**src/rtl/assert_macros.svh**
```systemverilog
// assertion helpers, compiled out for synthesis
`ifndef ASSERT_MACROS_SVH
`define ASSERT_MACROS_SVH
`ifndef SYNTHESIS
// same-cycle implication, checked out of reset
`define ASSERT_IMPL(label, clk, rst_n, ante, cons, msg) \
	label: assert property (@(posedge clk) disable iff (!rst_n) (ante) |-> (cons)) \
		else $error(msg);
// next-cycle implication, checked out of reset
`define ASSERT_NEXT(label, clk, rst_n, ante, cons, msg) \
	label: assert property (@(posedge clk) disable iff (!rst_n) (ante) |=> (cons)) \
		else $error(msg);
`else
`define ASSERT_IMPL(label, clk, rst_n, ante, cons, msg)
`define ASSERT_NEXT(label, clk, rst_n, ante, cons, msg)
`endif
`endif

```
**src/rtl/rci_pkg.sv**
```systemverilog
package rci_pkg;

	// field widths
	localparam int MZ_W   = 31;
	localparam int INT_W  = 32;
	localparam int HW_W   = 20;
	localparam int THR_W  = 32;
	localparam int SUM_W  = 48;
	localparam int TOT_W  = 50;
	localparam int IDX_W  = 32;

	// channel count
	localparam int MAX_CH       = 4;
	localparam int CHANNELS_DEF = 4;

	// stream word widths
	localparam int IN_DATA_W  = 64;
	localparam int OUT_DATA_W = 280;

	// register file
	localparam int ADDR_W = 5;
	localparam int DATA_W = 32;
	localparam logic [HW_W-1:0] HW_RESET = HW_W'(104858);

	typedef enum logic [2:0] {
		REG_HALF_WIDTH = 3'd0,
		REG_MIN_INT    = 3'd1,
		REG_DISCARD    = 3'd2,
		REG_CENTER0    = 3'd3,
		REG_CENTER1    = 3'd4,
		REG_CENTER2    = 3'd5,
		REG_CENTER3    = 3'd6
	} reg_idx_t;

	typedef logic [SUM_W-1:0] sum_t;
	typedef logic [MZ_W-1:0]  mz_t;

endpackage

```
**src/rtl/reporter_channel_integrator_core.sv**
```systemverilog
// Reporter channel integrator
// Input stream s_*: one centroided peak per word, tdata carries peak m/z
// (Q11.20 Da) and intensity, tlast marks the final peak of a spectrum.
// Output stream m_*: one feature word per kept spectrum with the four
// thresholded channel sums, their total and a running feature index; the
// zero-total flag travels in tuser.
// Configuration through an APB-style port: half width, threshold, discard
// flag and the four channel centres; the user writes them only while the
// block is idle; the block does not enforce it. Throughput: one peak per
// cycle unless an output stall backs up, set by the single accumulate stage.
// Stages: input register, window compare, accumulate, threshold, total.
// Reset clears the accumulators, the feature counter, all valid flags and
// loads the register defaults.
// When the receiver stalls, the feature word holds; peaks keep flowing until
// three more finished spectra wait behind it (threshold, sum and accumulate
// stages) and one more peak sits in the input register, after which s_tready
// drops until the waiting word is taken.
`include "assert_macros.svh"

module reporter_channel_integrator_core
	import rci_pkg::*;
#(
	parameter int CHANNELS = CHANNELS_DEF
) (
	input  logic                  clk,
	input  logic                  arst_n,
	// peak stream
	input  logic                  s_tvalid,
	output logic                  s_tready,
	input  logic [IN_DATA_W-1:0]  s_tdata,   // peak_mz[30:0], peak_intensity[62:31]
	input  logic                  s_tlast,   // last_peak
	// feature stream
	output logic                  m_tvalid,
	input  logic                  m_tready,
	// value_ch0[47:0], value_ch1[95:48], value_ch2[143:96], value_ch3[191:144],
	// total_value[241:192], feature_index[273:242]
	output logic [OUT_DATA_W-1:0] m_tdata,
	output logic                  m_tuser,   // zero_total
	// configuration
	input  logic                  psel,
	input  logic                  penable,
	input  logic                  pwrite,
	input  logic [ADDR_W-1:0]     paddr,
	input  logic [DATA_W-1:0]     pwdata,
	output logic [DATA_W-1:0]     prdata,
	output logic                  pready
);

	// configuration registers
	logic [HW_W-1:0]  half_width_q;
	logic [THR_W-1:0] min_int_q;
	logic             discard_q;
	mz_t              center_q [MAX_CH];
	reg_idx_t         reg_sel;
	logic             cfg_wr;

	// pipeline
	logic             valid_s1, valid_s2, valid_s3, valid_s4;
	mz_t              mz_s1;
	logic [INT_W-1:0] int_s1, int_s2;
	logic             last_s1, last_s2;
	logic [MAX_CH-1:0] hit_s2;
	sum_t             acc_q  [MAX_CH];
	sum_t             next_acc [MAX_CH];
	sum_t             sum_s3 [MAX_CH];
	sum_t             val_s4 [MAX_CH];
	logic [MAX_CH-1:0] zero_s4;

	// output
	logic             out_valid_q;
	sum_t             out_val_q [MAX_CH];
	logic [TOT_W-1:0] out_total_q;
	logic             out_empty_q;
	logic [IDX_W-1:0] out_idx_q;
	logic [IDX_W-1:0] feat_cnt_q;
	logic [TOT_W-1:0] total_c;

	// flow control
	logic out_free, drop_s4, take4, free4, take3, free3, take2, free2, take1, free1;

	// register access
	assign pready  = 1'b1;
	assign reg_sel = reg_idx_t'(paddr[ADDR_W-1:2]);
	assign cfg_wr  = psel && penable && pwrite;

	always_ff @(posedge clk or negedge arst_n) begin
		if (!arst_n) begin
			half_width_q <= HW_RESET;
			min_int_q    <= '0;
			discard_q    <= 1'b0;
			for (int c = 0; c < MAX_CH; c++) begin
				center_q[c] <= '0;
			end
		end else if (cfg_wr) begin
			unique case (reg_sel)
				REG_HALF_WIDTH: half_width_q <= pwdata[HW_W-1:0];
				REG_MIN_INT:    min_int_q    <= pwdata[THR_W-1:0];
				REG_DISCARD:    discard_q    <= pwdata[0];
				REG_CENTER0:    center_q[0]  <= pwdata[MZ_W-1:0];
				REG_CENTER1:    center_q[1]  <= pwdata[MZ_W-1:0];
				REG_CENTER2:    center_q[2]  <= pwdata[MZ_W-1:0];
				REG_CENTER3:    center_q[3]  <= pwdata[MZ_W-1:0];
				default: ;
			endcase
		end
	end

	// register readback
	always_comb begin
		prdata = '0;
		unique case (reg_sel)
			REG_HALF_WIDTH: prdata = DATA_W'(half_width_q);
			REG_MIN_INT:    prdata = DATA_W'(min_int_q);
			REG_DISCARD:    prdata = DATA_W'(discard_q);
			REG_CENTER0:    prdata = DATA_W'(center_q[0]);
			REG_CENTER1:    prdata = DATA_W'(center_q[1]);
			REG_CENTER2:    prdata = DATA_W'(center_q[2]);
			REG_CENTER3:    prdata = DATA_W'(center_q[3]);
			default:        prdata = '0;
		endcase
	end

	// stage advance; non-last peaks retire in the accumulate stage
	always_comb begin
		out_free = !out_valid_q || m_tready;
		drop_s4  = discard_q && (|zero_s4);
		take4    = valid_s4 && (drop_s4 || out_free);
		free4    = !valid_s4 || take4;
		take3    = valid_s3 && free4;
		free3    = !valid_s3 || take3;
		take2    = valid_s2 && (!last_s2 || free3);
		free2    = !valid_s2 || take2;
		take1    = valid_s1 && free2;
		free1    = !valid_s1 || take1;
	end

	assign s_tready = free1;

	// valid flags
	always_ff @(posedge clk or negedge arst_n) begin
		if (!arst_n) begin
			valid_s1    <= 1'b0;
			valid_s2    <= 1'b0;
			valid_s3    <= 1'b0;
			valid_s4    <= 1'b0;
			out_valid_q <= 1'b0;
		end else begin
			if (free1)    valid_s1    <= s_tvalid;
			if (free2)    valid_s2    <= take1;
			if (free3)    valid_s3    <= take2 && last_s2;
			if (free4)    valid_s4    <= take3;
			if (out_free) out_valid_q <= take4 && !drop_s4;
		end
	end

	// input register
	always_ff @(posedge clk) begin
		if (free1 && s_tvalid) begin
			mz_s1   <= s_tdata[MZ_W-1:0];
			int_s1  <= s_tdata[MZ_W+INT_W-1:MZ_W];
			last_s1 <= s_tlast;
		end
	end

	// word carried past the compare
	always_ff @(posedge clk) begin
		if (take1) begin
			int_s2  <= int_s1;
			last_s2 <= last_s1;
		end
	end

	// per-channel window compare, accumulate, threshold
	for (genvar c = 0; c < MAX_CH; c++) begin : g_ch
		if (c < CHANNELS) begin : g_used
			logic [MZ_W:0] lo_side, hi_side, mz_ext, ctr_ext;
			logic [SUM_W:0] sum_full;

			// inclusive window, lower edge clamps at zero by construction
			always_comb begin
				mz_ext  = {1'b0, mz_s1};
				ctr_ext = {1'b0, center_q[c]};
				lo_side = mz_ext + (MZ_W+1)'(half_width_q);
				hi_side = ctr_ext + (MZ_W+1)'(half_width_q);
			end

			always_ff @(posedge clk) begin
				if (take1) begin
					hit_s2[c] <= (lo_side >= ctr_ext) && (mz_ext <= hi_side);
				end
			end

			// saturating add
			always_comb begin
				sum_full = {1'b0, acc_q[c]} + (SUM_W+1)'(int_s2);
				if (!hit_s2[c]) begin
					next_acc[c] = acc_q[c];
				end else if (sum_full[SUM_W]) begin
					next_acc[c] = '1;
				end else begin
					next_acc[c] = sum_full[SUM_W-1:0];
				end
			end

			always_ff @(posedge clk or negedge arst_n) begin
				if (!arst_n) begin
					acc_q[c] <= '0;
				end else if (take2) begin
					acc_q[c] <= last_s2 ? '0 : next_acc[c];
				end
			end

			always_ff @(posedge clk) begin
				if (take2 && last_s2) begin
					sum_s3[c] <= next_acc[c];
				end
			end

			// threshold
			always_ff @(posedge clk) begin
				if (take3) begin
					if (sum_s3[c] < SUM_W'(min_int_q)) begin
						val_s4[c]  <= '0;
						zero_s4[c] <= 1'b1;
					end else begin
						val_s4[c]  <= sum_s3[c];
						zero_s4[c] <= (sum_s3[c] == '0);
					end
				end
			end
		end else begin : g_unused
			// channel out of use: collects nothing, never counts as zero
			assign hit_s2[c]   = 1'b0;
			assign acc_q[c]    = '0;
			assign next_acc[c] = '0;
			assign sum_s3[c]   = '0;
			assign val_s4[c]   = '0;
			assign zero_s4[c]  = 1'b0;
		end
	end

	// feature total
	always_comb begin
		total_c = '0;
		for (int c = 0; c < MAX_CH; c++) begin
			total_c = total_c + TOT_W'(val_s4[c]);
		end
	end

	// output register
	always_ff @(posedge clk) begin
		if (take4 && !drop_s4) begin
			for (int c = 0; c < MAX_CH; c++) begin
				out_val_q[c] <= val_s4[c];
			end
			out_total_q <= total_c;
			out_empty_q <= (total_c == '0);
			out_idx_q   <= feat_cnt_q;
		end
	end

	// feature counter
	always_ff @(posedge clk or negedge arst_n) begin
		if (!arst_n) begin
			feat_cnt_q <= '0;
		end else if (take4 && !drop_s4) begin
			feat_cnt_q <= feat_cnt_q + IDX_W'(1);
		end
	end

	assign m_tvalid = out_valid_q;
	assign m_tuser  = out_empty_q;
	assign m_tdata  = {
		(OUT_DATA_W - MAX_CH*SUM_W - TOT_W - IDX_W)'(0),
		out_idx_q, out_total_q,
		out_val_q[3], out_val_q[2], out_val_q[1], out_val_q[0]
	};

	// checks
	`ASSERT_IMPL(a_stall_from_out, clk, arst_n, !s_tready, m_tvalid && !m_tready, "input stalled without a waiting feature")
	`ASSERT_NEXT(a_acc_clear, clk, arst_n, take2 && last_s2, acc_q[0] == '0, "accumulator not cleared after last peak")
	`ASSERT_NEXT(a_cnt_step, clk, arst_n, take4 && !drop_s4, feat_cnt_q == $past(feat_cnt_q) + IDX_W'(1), "feature counter did not advance")
	`ASSERT_IMPL(a_empty_flag, clk, arst_n, m_tvalid, m_tuser == (out_total_q == '0), "empty flag disagrees with total")

endmodule

```
**config.mk**
```make
export PLATFORM = sky130hd
export DESIGN_NAME = reporter_channel_integrator_core
export DESIGN_NICKNAME = d
export VERILOG_FILES = /design/src/rtl/rci_pkg.sv /design/src/rtl/reporter_channel_integrator_core.sv
export VERILOG_INCLUDE_DIRS = /design/src /design/src/rtl
export SDC_FILE = /design/constraint.sdc
export NUM_CORES = 2
export LEC_CHECK = 0
export BUFFER_PORTS_ARGS = -buffer_cell sky130_fd_sc_hd__buf_2
export CORE_ASPECT_RATIO = 1.75
export CORE_MARGIN = 5
export CORE_UTILIZATION = 65
export CTS_BUF_LIST = sky130_fd_sc_hd__clkbuf_8
export DETAILED_ROUTE_END_ITERATION = 16
export GPL_TIMING_DRIVEN = 0
export PLACE_DENSITY = 0.85
export SETUP_SLACK_MARGIN = 0.3
export SYNTH_ARGS = -nofsm -noshare
export SYNTH_HDL_FRONTEND = slang
export SYNTH_SLANG_ARGS = --single-unit
```
**constraint.sdc**
```tcl
create_clock -name clk -period 16.9 [get_ports clk]
set_clock_uncertainty 0.05 [all_clocks]
set_input_delay 3.38 -clock clk [delete_from_list [all_inputs] [get_ports clk]]
set_output_delay 3.38 -clock clk [all_outputs]
set_load 0.01 [all_outputs]
```
==> impl_metrics.yaml <==
outcome:
  outcome: "finished, violations left"
  failed_checks: "max-capacitance violations, max-slew violations"
floorplanning:
  boundaryPins: 425
  die_area_um2: 116000
  design.core.area_um2: 109000
  die_w_um: 260
  row_count: 160
  dieHeight_um: 447
  start_util_pct: 65.4
yosys:
  yosysTopAreaCell: "edfxtp_1"
  syn_area_um2: 71000
  synth_cell_types: 110
  synth_top_area_share_pct: 32.3
  yosysWarnings: 0
  synthFlopType: "edfxtp_1"
  syn_inst: 6708
  ys_ff_latch: 1170
  synth_edf_count: 764
  synth_area_per_cell_um2: 10.6
  synthArstFlopShare_pct: 34.7
  synth_area_leaders: "edfxtp_1 (32%), dfrtp_1 (14%), ha_1 (11%), a21oi_1 (3.4%), fa_1 (3.0%)"
  yosysSeqAreaShare_pct: 46.6
global_routing:
  track_usage_pct: 45.2
  grt_overflow: 0
  grt_pass1_wl_um: 383000
  grt_max_degree: 100
  grt_pass1_vias: 60100
  antenna_found_initial: 29
power_and_ir_drop:
  p_sw_uw: 5550
  pwr-share-clk_pct: 20.1
  vdd_drop_max_mv: 0.0989
  pwr-share-seq_pct: 33.8
  pwr-share-comb_pct: 46.1
  p_leak_uw: 0.0355
  powerDensity_nw_per_um2: 161
  switching_share_pct: 43.6
  cell_internal_pwr_uw: 7190
sta:
  layout_setup_ws_ns: 4.89
  rsz0062_at_grt: "false"
  fin_setup_tns_ns: 0
  tightest_slew_ns: 1.65
  min_period_ns: 12.01
  period_share_pct: 71.1
  drv_slew: 5
  max_freq_ghz: 0.0833
  hold_viol: 0
  max-slew-margin-rel_pct: -10.8
  setup_violations: 0
detailed_routing:
  viasPerCell: 6.63
  drt_first_pass_iters: 8
  routedWlPerCell_um: 30.0
  ant_nets: 0
  drc: 0
  drt_wl_total_um: 268000
  route.vias.total: 59200
  drt_iter0_drc: 5909
finish:
  final_common_cell: "edfxtp_1"
  nFillCells: 7740
  seqCellArea_um2: 33100
  multi_input_area_um2: 35100
  final_cell_mix: "edfxtp_1 (764), ha_1 (650), inv_1 (559)"
  final_nets: 8184
  drive_gt1_share_pct: 11.3
  area_growth_pct: 11.6
placed_design:
  dp_hpwl_um: 213000
  portBuffers: 411
  gp_congestion: 1.10
  place_ws_ns: 5.66
setup_path:
  worstPathArrival_ns: 8.58
  required_ns: 13.47
  critPathLaunchType: "primary input"
  crit_fanout: 10
  setup.worst_path.end_class: "primary output"
  critPathKind: "in2out"
clock_tree:
  cts.reportedPaths.clkPinSlew_ns: 0.06
  cts_htree_levels: 4
  hold_buffers: 0
  cts_tree: "yes"
  cts_buffers: 171
  clock_latency_ns: 0.92
  clockBufferDepth: 3
  cts-root-buf: "clkbuf_8"
  cts_resized: 0
  postCtsSetupBuffers: 0
  cts.sinks: 1170
worst_hold_path:
  holdCritPathClass: "reg2reg"
run:
  max-cap-violations: 2
-- power groups by stage --
stage	Clock [µW]	Combinational (µW)	Sequential (µW)
final	2560	5870	4300
after global routing	2690	6290	4300
after CTS	2560	5690	4250
after detailed placement	0	5640	4300
after global placement	0	5400	4360
after floorplan	0	3650	4150
-- kinds of logic after synthesis --
logic type | Yosys count | synth area share (%)
AO/OA/AOI/OAI | 1815 | 16.9
other | 2 | 0.0106
flip-flops | 1170 | 46.6
adder cells (fa/ha/maj) | 755 | 14.4
XOR/XNOR | 347 | 4.28
AND/OR/NAND/NOR | 1813 | 12.7
buffers and inverters | 747 | 4.07
multiplexers | 59 | 0.961
-- layout make-up --
type,count,area share (%)
Multi-Input combinational cell,4796,44.2
Sequential cell,1170,41.8
Clock buffer,192,3.33
Timing Repair Buffer,434,3.22
Inverter,516,2.44
Tap cell,1458,2.30
Clock inverter,130,1.44
Buffer,231,1.21
Antenna cell,6,0.0189
-- worst paths after layout --
kind,start,end,slack (ns),depth (start not counted)
max,paddr[4],prdata[29],4.89,8
min,int_s1[2],int_s2[2],0.37,0
max reg2reg,half_width_q[0],hit_s2[0],8.22,21
min reg2reg,int_s1[2],int_s2[2],0.37,0
max in group asynchronous,arst_n,feat_cnt_q[12],12.45,4
min in group asynchronous,arst_n,acc_q[48],2.40,1
-- Yosys cell counts, drive strengths merged (51+ instances only) --
cell type,count
xor2,109
nand4,106
inv,515
a31oi,63
nand3,129
o21a,58
nand2b,64
ha,650
nor4,72
o21ai,397
o22a,79
nand2,518
clkbuf,188
and2,226
dfrtp,397
nor2,360
a21oi,478
edfxtp,764
nor3,105
xnor2,238
a22o,80
and3,75
fa,105
nor2b,51
a21o,260
-- per-layer routing --
| metal | routed length (µm) | part of all wire, % | vias up | global-route usage, % |
|---|---|---|---|---|
| li1 | - | - | 25800 | - |
| met1 | 83600 | 31 | 28500 | 46.6 |
| met2 | 127000 | 47 | 3591 | 75.2 |
| met3 | 22300 | 8.3 | 1259 | 8.75 |
| met4 | 35000 | 13 | 10 | 45.2 |
| met5 | 65 | 0.024 | - | 0 |
-- per-stage QoR --
step	util, %	std cells	power (µW)	area [µm²]	hold WS, ns
2_1_floorplan	-	6713	7800	71000	0.350
3_3_place_gp	69.0	8582	9760	74900	0.350
3_5_place_dp	69.5	8605	9940	75400	0.355
4_1_cts	73.0	8927	12500	79200	0.369
5_1_grt	73.0	8928	13300	79200	0.373
6_report	73.0	8933	12700	79200	0.368
-- critical path: stages --
cell	delay [ns]
clkbuf_1	0.63
clkinv_1	0.69
nor2_1	0.78
clkbuf_1	0.72
buf_1	0.95
a22oi_1	0.64
a21oi_1	0.53
buf_2	0.22
-- sequential cells by signal, summed over array words and instances, names as in the netlist, 4 cells and up --
signal and count:
out_total_q 50, center_q 124, sum_s3 192, zero_s4 4, out_idx_q 32, acc_q 192, half_width_q 20, hit_s2 4
out_val_q 192, feat_cnt_q 32, mz_s1 31, int_s2 32, val_s4 192, min_int_q 32, int_s1 32
(Power assumes the default switching activity.)
